<file path="src/rtl/core/rtcbcd_pkg.sv">
// Shared types and constants of the RTC register file.
package rtcbcd_pkg;

    localparam int STORE_DEPTH = 64;
    localparam int PTR_W       = $clog2(STORE_DEPTH);
    localparam int TIME_REGS   = 7;
    localparam int TIME_W      = 3;

    localparam logic [7:0] IDLE_BYTE = 8'hFF;
    localparam int         MODE_BIT  = 6;
    localparam logic [7:0] MODE_FLAG = 8'h40;
    localparam logic [7:0] PM_FLAG   = 8'h20;

    typedef enum logic [1:0] {
        CMD_START = 2'd0,
        CMD_READ  = 2'd1,
        CMD_WRITE = 2'd2,
        CMD_STOP  = 2'd3
    } cmd_e_t;

    typedef enum logic [1:0] {
        ST_IDLE,
        ST_EXEC,
        ST_RESP
    } state_t;

    typedef struct packed {
        logic capture;
        logic execute;
        logic load_out;
    } ctrl_cmd_t;

endpackage

</file>
<file path="src/rtl/core/rtcbcd_ctrl.sv">
// Sequencer: capture, execute and respond steps plus result valid flag.
module rtcbcd_ctrl (
    input  logic                  aclk,
    input  logic                  aresetn,
    input  logic                  s_valid,
    output logic                  s_ready,
    output logic                  m_valid,
    input  logic                  m_ready,
    output rtcbcd_pkg::ctrl_cmd_t ctrl_cmd
);
    import rtcbcd_pkg::*;

    state_t state_reg, state_next;
    logic   out_valid_reg, out_valid_next;

    always_ff @(posedge aclk) begin
        if (!aresetn) begin
            state_reg     <= ST_IDLE;
            out_valid_reg <= 1'b0;
        end else begin
            state_reg     <= state_next;
            out_valid_reg <= out_valid_next;
        end
    end

    always_comb begin
        state_next       = state_reg;
        s_ready          = 1'b0;
        ctrl_cmd         = '0;
        unique case (state_reg)
            ST_IDLE: begin
                s_ready          = 1'b1;
                ctrl_cmd.capture = s_valid;
                if (s_valid) state_next = ST_EXEC;
            end
            ST_EXEC: begin
                ctrl_cmd.execute = 1'b1;
                state_next       = ST_RESP;
            end
            ST_RESP: begin
                // output slot free, or being emptied this cycle
                if (!out_valid_reg || m_ready) begin
                    ctrl_cmd.load_out = 1'b1;
                    state_next        = ST_IDLE;
                end
            end
            default: state_next = ST_IDLE;
        endcase

        if (ctrl_cmd.load_out)  out_valid_next = 1'b1;
        else if (m_ready)       out_valid_next = 1'b0;
        else                    out_valid_next = out_valid_reg;
    end

    assign m_valid = out_valid_reg;

endmodule

</file>
<file path="src/rtl/core/rtcbcd_time_enc.sv">
// Binary to BCD encoder for the seven time registers.
module rtcbcd_time_enc (
    input  logic [5:0] seconds,
    input  logic [5:0] minutes,
    input  logic [4:0] hours,
    input  logic [2:0] weekday,
    input  logic [4:0] day_of_month,
    input  logic [3:0] month,
    input  logic [6:0] year,
    input  logic       twelve_hour,
    output logic [7:0] time_byte [rtcbcd_pkg::TIME_REGS]
);
    import rtcbcd_pkg::*;

    // tens = v*103 >> 10 is exact for v up to 178
    function automatic logic [7:0] to_bcd(input logic [6:0] v);
        logic [13:0] prod;
        logic [3:0]  tens;
        logic [7:0]  units;
        prod  = 14'(v) * 14'd103;
        tens  = prod[13:10];
        units = 8'(v) - 8'(tens) * 8'd10;
        return {tens, units[3:0]};
    endfunction

    logic [6:0] year_mod;
    logic [4:0] hour12;
    logic [7:0] hour_byte;

    always_comb begin
        year_mod = (year >= 7'd100) ? (year - 7'd100) : year;

        if (hours >= 5'd24)      hour12 = hours - 5'd24;
        else if (hours >= 5'd12) hour12 = hours - 5'd12;
        else                     hour12 = hours;
        if (hour12 == 5'd0) hour12 = 5'd12;

        if (twelve_hour) begin
            hour_byte = to_bcd(7'(hour12)) | MODE_FLAG;
            if (hours > 5'd11) hour_byte = hour_byte | PM_FLAG;
        end else begin
            hour_byte = to_bcd(7'(hours));
        end

        time_byte[0] = to_bcd(7'(seconds));
        time_byte[1] = to_bcd(7'(minutes));
        time_byte[2] = hour_byte;
        time_byte[3] = 8'(weekday) + 8'd1;
        time_byte[4] = to_bcd(7'(day_of_month));
        time_byte[5] = to_bcd(7'(month) + 7'd1);
        time_byte[6] = to_bcd(year_mod);
    end

endmodule

</file>
<file path="src/rtl/core/rtcbcd_dpath.sv">
// Datapath: captured beat, time registers, register store, pointer, result byte.
module rtcbcd_dpath (
    input  logic                  aclk,
    input  logic                  aresetn,
    input  rtcbcd_pkg::ctrl_cmd_t ctrl_cmd,
    input  logic [1:0]            s_command,
    input  logic [7:0]            s_data_byte,
    input  logic [5:0]            s_seconds_now,
    input  logic [5:0]            s_minutes_now,
    input  logic [4:0]            s_hours_now,
    input  logic [2:0]            s_weekday_now,
    input  logic [4:0]            s_day_of_month_now,
    input  logic [3:0]            s_month_now,
    input  logic [6:0]            s_year_now,
    output logic [7:0]            m_read_data
);
    import rtcbcd_pkg::*;

    // captured beat
    cmd_e_t     cmd_reg;
    logic [7:0] data_reg;
    logic [5:0] sec_reg, min_reg;
    logic [4:0] hour_reg, dom_reg;
    logic [2:0] wday_reg;
    logic [3:0] mon_reg;
    logic [6:0] year_reg;

    // architectural state
    logic [7:0]             time_reg [TIME_REGS];
    logic [7:0]             mem [STORE_DEPTH];
    logic [STORE_DEPTH-1:0] valid_reg;
    logic [PTR_W-1:0]       ptr_reg, ptr_next;
    logic                   pending_reg;
    logic                   mode_reg;

    // read path
    logic [7:0] mem_rd_reg, time_rd_reg, read_data_reg;
    logic       entry_valid_reg, time_hit_reg;

    logic [7:0]        enc_byte [TIME_REGS];
    logic              ptr_is_time;
    logic [TIME_W-1:0] time_idx;
    logic              mem_wr;

    rtcbcd_time_enc u_enc (
        .seconds      (sec_reg),
        .minutes      (min_reg),
        .hours        (hour_reg),
        .weekday      (wday_reg),
        .day_of_month (dom_reg),
        .month        (mon_reg),
        .year         (year_reg),
        .twelve_hour  (mode_reg),
        .time_byte    (enc_byte)
    );

    assign ptr_is_time = (ptr_reg < PTR_W'(TIME_REGS));
    assign time_idx    = ptr_reg[TIME_W-1:0];
    assign ptr_next    = (ptr_reg == PTR_W'(STORE_DEPTH - 1)) ? '0 : ptr_reg + PTR_W'(1);
    assign mem_wr      = ctrl_cmd.execute && (cmd_reg == CMD_WRITE) && !pending_reg
                         && !ptr_is_time;

    always_ff @(posedge aclk) begin
        if (ctrl_cmd.capture) begin
            cmd_reg  <= cmd_e_t'(s_command);
            data_reg <= s_data_byte;
            sec_reg  <= s_seconds_now;
            min_reg  <= s_minutes_now;
            hour_reg <= s_hours_now;
            wday_reg <= s_weekday_now;
            dom_reg  <= s_day_of_month_now;
            mon_reg  <= s_month_now;
            year_reg <= s_year_now;
        end
    end

    // register store, registered read
    always_ff @(posedge aclk) begin
        if (mem_wr) mem[ptr_reg] <= data_reg;
        if (ctrl_cmd.execute) begin
            mem_rd_reg  <= mem[ptr_reg];
            time_rd_reg <= time_reg[time_idx];
        end
        if (ctrl_cmd.load_out) begin
            if (cmd_reg == CMD_READ) begin
                if (time_hit_reg)         read_data_reg <= time_rd_reg;
                else if (entry_valid_reg) read_data_reg <= mem_rd_reg;
                else                      read_data_reg <= 8'h00;
            end else begin
                read_data_reg <= IDLE_BYTE;
            end
        end
    end

    always_ff @(posedge aclk) begin
        if (!aresetn) begin
            for (int i = 0; i < TIME_REGS; i++) time_reg[i] <= 8'h00;
            valid_reg       <= '0;
            ptr_reg         <= '0;
            pending_reg     <= 1'b0;
            mode_reg        <= 1'b0;
            entry_valid_reg <= 1'b0;
            time_hit_reg    <= 1'b0;
        end else if (ctrl_cmd.execute) begin
            entry_valid_reg <= valid_reg[ptr_reg];
            time_hit_reg    <= ptr_is_time;
            unique case (cmd_reg)
                CMD_START: begin
                    for (int i = 0; i < TIME_REGS; i++) time_reg[i] <= enc_byte[i];
                    pending_reg <= 1'b1;
                end
                CMD_READ: begin
                    ptr_reg <= ptr_next;
                end
                CMD_WRITE: begin
                    if (pending_reg) begin
                        // depth is a power of two: low bits give the modulo
                        ptr_reg     <= data_reg[PTR_W-1:0];
                        pending_reg <= 1'b0;
                    end else begin
                        if (ptr_is_time) time_reg[time_idx] <= data_reg;
                        else             valid_reg[ptr_reg] <= 1'b1;
                        if (ptr_reg == PTR_W'(2)) mode_reg <= data_reg[MODE_BIT];
                        ptr_reg <= ptr_next;
                    end
                end
                CMD_STOP: ;
                default: ;
            endcase
        end
    end

    assign m_read_data = read_data_reg;

endmodule

</file>
<file path="src/rtl/core/rtc_register_file_bcd_latch.sv">
// Top level of the RTC register file with BCD time latch.
//
// Usage:
//   Input channel (s_*): one bus event per beat. s_command is start, read,
//   write or stop; s_data_byte is the byte of a write; the s_*_now fields
//   carry the current time in binary and are used on start only.
//   Result channel (m_*): exactly one beat per event. m_read_data holds the
//   register byte on a read and 0xFF on any other event.
//   Sequence: after acceptance the event passes an execute step and a
//   respond step; m_valid rises once the respond step has loaded the result.
//   Events do not overlap: the next event is taken only once the last one
//   has passed the controller sequence around the registered store read.
//   Stall: the result sits in an output register; the next event is taken
//   while it waits, and that event's result is held in its respond step
//   until m_ready empties the output register.
//   Reset (aresetn low, synchronous): pointer, pointer-load flag and hour
//   mode clear; time registers clear; every store entry reads zero through
//   per-entry valid bits, so no clearing pass is needed and the block is
//   ready as soon as reset is released.
module rtc_register_file_bcd_latch (
    input  logic       aclk,
    input  logic       aresetn,
    input  logic       s_valid,
    output logic       s_ready,
    input  logic [1:0] s_command,
    input  logic [7:0] s_data_byte,
    input  logic [5:0] s_seconds_now,
    input  logic [5:0] s_minutes_now,
    input  logic [4:0] s_hours_now,
    input  logic [2:0] s_weekday_now,
    input  logic [4:0] s_day_of_month_now,
    input  logic [3:0] s_month_now,
    input  logic [6:0] s_year_now,
    output logic       m_valid,
    input  logic       m_ready,
    output logic [7:0] m_read_data
);
    import rtcbcd_pkg::*;

    ctrl_cmd_t ctrl_cmd;

    // sequencer: owns handshakes and result valid
    rtcbcd_ctrl u_ctrl (
        .aclk     (aclk),
        .aresetn  (aresetn),
        .s_valid  (s_valid),
        .s_ready  (s_ready),
        .m_valid  (m_valid),
        .m_ready  (m_ready),
        .ctrl_cmd (ctrl_cmd)
    );

    // datapath: all register file state and the result byte
    rtcbcd_dpath u_dpath (
        .aclk               (aclk),
        .aresetn            (aresetn),
        .ctrl_cmd           (ctrl_cmd),
        .s_command          (s_command),
        .s_data_byte        (s_data_byte),
        .s_seconds_now      (s_seconds_now),
        .s_minutes_now      (s_minutes_now),
        .s_hours_now        (s_hours_now),
        .s_weekday_now      (s_weekday_now),
        .s_day_of_month_now (s_day_of_month_now),
        .s_month_now        (s_month_now),
        .s_year_now         (s_year_now),
        .m_read_data        (m_read_data)
    );

    // one event in flight: no new beat right after acceptance
    a_one_in_flight: assert property (@(posedge aclk) disable iff (!aresetn)
        (s_valid && s_ready) |=> !s_ready)
        else $error("input accepted while an event is in flight");

    // respond step follows the execute step after acceptance, unless the output is stalled
    a_respond_timing: assert property (@(posedge aclk) disable iff (!aresetn)
        (s_valid && s_ready) |-> ##2 (ctrl_cmd.load_out || (m_valid && !m_ready)))
        else $error("result not produced on schedule");

    // a loaded result is presented next cycle
    a_load_shows: assert property (@(posedge aclk) disable iff (!aresetn)
        ctrl_cmd.load_out |=> m_valid)
        else $error("loaded result not presented");

    // a taken result without reload leaves the output empty
    a_drain: assert property (@(posedge aclk) disable iff (!aresetn)
        (m_valid && m_ready && !ctrl_cmd.load_out) |=> !m_valid)
        else $error("result beat repeated");

endmodule
</file>
<file path="config.mk">
export PLATFORM = sky130hd
export DESIGN_NAME = rtc_register_file_bcd_latch
export DESIGN_NICKNAME = d
export VERILOG_FILES = /design/src/rtl/core/rtcbcd_pkg.sv /design/src/rtl/core/rtcbcd_ctrl.sv /design/src/rtl/core/rtcbcd_time_enc.sv /design/src/rtl/core/rtcbcd_dpath.sv /design/src/rtl/core/rtc_register_file_bcd_latch.sv
export SDC_FILE = /design/constraint.sdc
export NUM_CORES = 1
export LEC_CHECK = 0
export BUFFER_PORTS_ARGS = -buffer_cell sky130_fd_sc_hd__buf_2
export CORE_MARGIN = 10
export CORE_UTILIZATION = 55
export DETAILED_ROUTE_END_ITERATION = 7
export PLACE_DENSITY = 0.71
export RECOVER_POWER = 50
export SYNTH_ARGS = -nofsm -noshare
export SYNTH_HDL_FRONTEND = slang
export SYNTH_SLANG_ARGS = --single-unit
export TNS_END_PERCENT = 20
</file>
<file path="constraint.sdc">
create_clock -name aclk -period 14.9 [get_ports aclk]
set_input_delay 0 -clock aclk [delete_from_list [all_inputs] [get_ports aclk]]
set_output_delay 0 -clock aclk [all_outputs]
set_load 0.05 [all_outputs]
</file>
==> flow_summary.json <==
{
  "status": "complete, but fails checks",
  "violations": "max-capacitance violations, max-slew violations",
  "met1_length_um": 33020,
  "setup_tns_ps": 0,
  "drt_wl_total_um": 85070,
  "final-setup-viol-count": 0,
  "crit_family": "adder cells",
  "clock_sinks": 723,
  "drtPass1Iterations": 7,
  "nNetsFinal": 2752,
  "drtAntennaViolNets": 0,
  "cts_buffer_depth": 3,
  "ys.flop_type": "edfxtp_1",
  "tightest_slew_ps": 4478,
  "arrival_ps": 7000,
  "crit_path_max_incr_delay_ps": 680,
  "gr-total-overflow": 0,
  "grt_setup_unrepaired": "false",
  "synth_cell_type_count": 78,
  "synth_compound_area_share_pct": 10.63,
  "cts_tree": "done",
  "wl_met2_um": 40640,
  "synth-async-reset-ratio_pct": 0,
  "critPathBufInv": 2,
  "core.rowCount": 90,
  "synth_edf_count": 646,
  "grt_max_degree": 84,
  "yosys_warnings": 0,
  "synth-seq-area-share_pct": 62.59,
  "synth_top_family_by_area": "compound AO/OA/AOI/OAI gates",
  "slowest_stage": "edfxtp_1",
  "leakagePower_nw": 13.27,
  "dp_cells": 3132,
  "worstHoldPathType": "in -> reg",
  "hpwl_um": 52410,
  "area_growth_syn_to_layout_pct": 11.42,
  "core_region_area_um2": 60250,
  "grt_pass1_wl_um": 129300,
  "drcViolationCount": 0,
  "fmax_ghz": 0.1529,
  "synthCells": 2357,
  "antenna_cells": 0,
  "top_layer_used": "met5",
  "path_clk_slew_ps": 60,
  "critPathMostFrequentCell": "ha_1",
  "grt_pass1_vias": 20780,
  "layout_min_cycle_time_ps": 6540,
  "globalplace.congestion": 0.8875,
  "rr_worst_depth": 25,
  "finalHoldViolations": 0,
  "cp.depth": 25,
  "start_util_pct": 55.53,
  "synth_top_cell_by_area": "edfxtp_1",
  "avgRoutedWirePerCell_um": 25.65,
  "syn_area_um2": 33450,
  "io_buffers": 59,
  "yosys.area.top_type_share_pct": 57.99,
  "clock_skew_ps": 32.30,
  "synth_seq_cells": 723,
  "synth_mux_area_share_pct": 6.800,
  "root_buffer": "clkbuf_16",
  "ios": 60,
  "vias_per_cell": 6.270,
  "cp.required_ps": 15360,
  "synth_xor_area_share_pct": 1.279,
  "grt_usage_pct": 23.95,
  "die-area_um2": 71090,
  "critPathKind": "reg -> reg",
  "cp-end-kind": "flop",
  "antenna_found_initial": 1,
  "ir_drop_uv": 90.23,
  "fin_crit_sh_pct": 43.90,
  "n_fill_cell": 4406,
  "wl_met3_um": 7458,
  "yosys.area_share.simple_pct": 5.640,
  "worstPathMaxFanout": 13,
  "syn_avg_cell_area_um2": 14.19,
  "final_max_slew_viol_count": 722,
  "slew_headroom_pct": -198.6,
  "whs_path_depth": 2,
  "cts_max_level": 3,
  "die_w_um": 266.6,
  "power.density_nw_per_um2": 125.7,
  "vias": 20800,
  "drtIter0Drc": 2675,
  "cp-start-kind": "flop",
  "largest_register_ff_count": 512,
  "clock_latency_ps": 640,
  "maxCapViolCount": 11,
  "cts-buffers-inserted": 74,
  "drive_gt1_share_pct": 11.95,
  "synth_adder_area_share_pct": 9.492,
  "die_h_um": 266.6,
  "fin_cells": 3317,
  "total_power_mw": 4.685,
  "yosys-top-cells-area": "edfxtp_1 (58%), ha_1 (6.9%), dfxtp_1 (4.6%), fa_1 (2.6%), mux2i_1 (2.5%)"
}
[repair_timing]
| action | 4_1_cts | 5_1_grt |
|---|---|---|
| hold buffers | 48 | 0 |
| hold endpoints to repair | 49 | 0 |
| resized for setup | 0 | 0 |
| setup buffers | 0 | 0 |
[cells by family (layout without fill, tap and decap cells)]
| kind of cell | count (synthesis) | in the layout |
|---|---|---|
| buf+inv | 261 | 408 |
| mux | 177 | 177 |
| fa+ha+maj | 228 | 228 |
| other cells | 1 | 32 |
| flops | 723 | 723 |
| simple gates | 414 | 414 |
| compound gates | 509 | 509 |
| xor+xnor | 44 | 44 |
[per-layer routing]
layer / vias up / track usage [%]
li1: 9147 / -
met2: 1085 / 38.36
met1: 10300 / 31.51
met4: 2 / 10.44
met3: 261 / 4.684
met5: - / 0
[placed cells by master (no fill, tap or decap), drive strengths merged, types with 20 or more instances in the layout]
cell type    Yosys  final
edfxtp         646    646
ha             185    185
nor2           161    161
inv            126    130
clkbuf          47    126
nand2          117    117
a21oi          110    110
mux2i           84     84
dfxtp           77     77
buf             88     72
a221oi          66     66
o21a            64     64
o21ai           64     64
mux2            59     59
a22oi           49     49
dlygate4sd3      0     48
fa              43     43
mux4            34     34
conb             1     32
xnor2           29     29
o22ai           28     28
a22o            24     24
clkinv           0     24
o31ai           23     23
nor3            21     21
and2            21     21
and3            20     20
nand3           20     20
[cells in the mapped netlist (all sizes together), types with 24 or more instances]
library cell	number
inv	126
mux2i	84
a22oi	49
fa	43
ha	185
nor2	161
a21oi	110
clkbuf	47
mux4	34
o21a	64
nand2	117
o22ai	28
mux2	59
buf	88
dfxtp	77
o21ai	64
a22o	24
a221oi	66
xnor2	29
edfxtp	646
[power by group]
part / internal, mW / switching [mW]
sequential: 2.26 / 0.0226
clock: 1.04 / 0.791
combinational: 0.238 / 0.333
total: 3.54 / 1.15
[worst paths after layout]
kind	from	endpoint	slack, ps
worst max-delay path	u_dpath.hour_reg[1]	u_dpath.time_reg[2][3]	8360
worst min-delay path	s_month_now[3]	u_dpath.mon_reg[3]	70
worst min register to register	u_dpath.valid_reg[0]	u_dpath.valid_reg[0]	460
worst max register to register	u_dpath.hour_reg[1]	u_dpath.time_reg[2][3]	8360
[per-stage QoR]
stage	area (um^2)	util (%)	hold WS (ps)	setup WS, ps
3_3_place_gp	34450	57.18	176.8	8616
2_1_floorplan	33570	-	98.87	9273
3_5_place_dp	34450	57.18	178.2	8440
6_report	37270	61.87	72.39	8360
4_1_cts	37340	61.98	51.89	8420
5_1_grt	37270	61.87	61.45	7959
[cell type report]
type / instances / area, um^2 / share of cell area (%)
inverter: 126 / 473.0 / 1.269
clock inverter: 36 / 364.1 / 0.9768
clock buffer: 101 / 2044 / 5.485
multi-input combinational: 1404 / 11460 / 30.74
tap: 782 / 978.4 / 2.625
sequential: 723 / 20950 / 56.21
timing repair buffer: 145 / 1003 / 2.692
No activity file was read; power rests on OpenSTA's default activity.
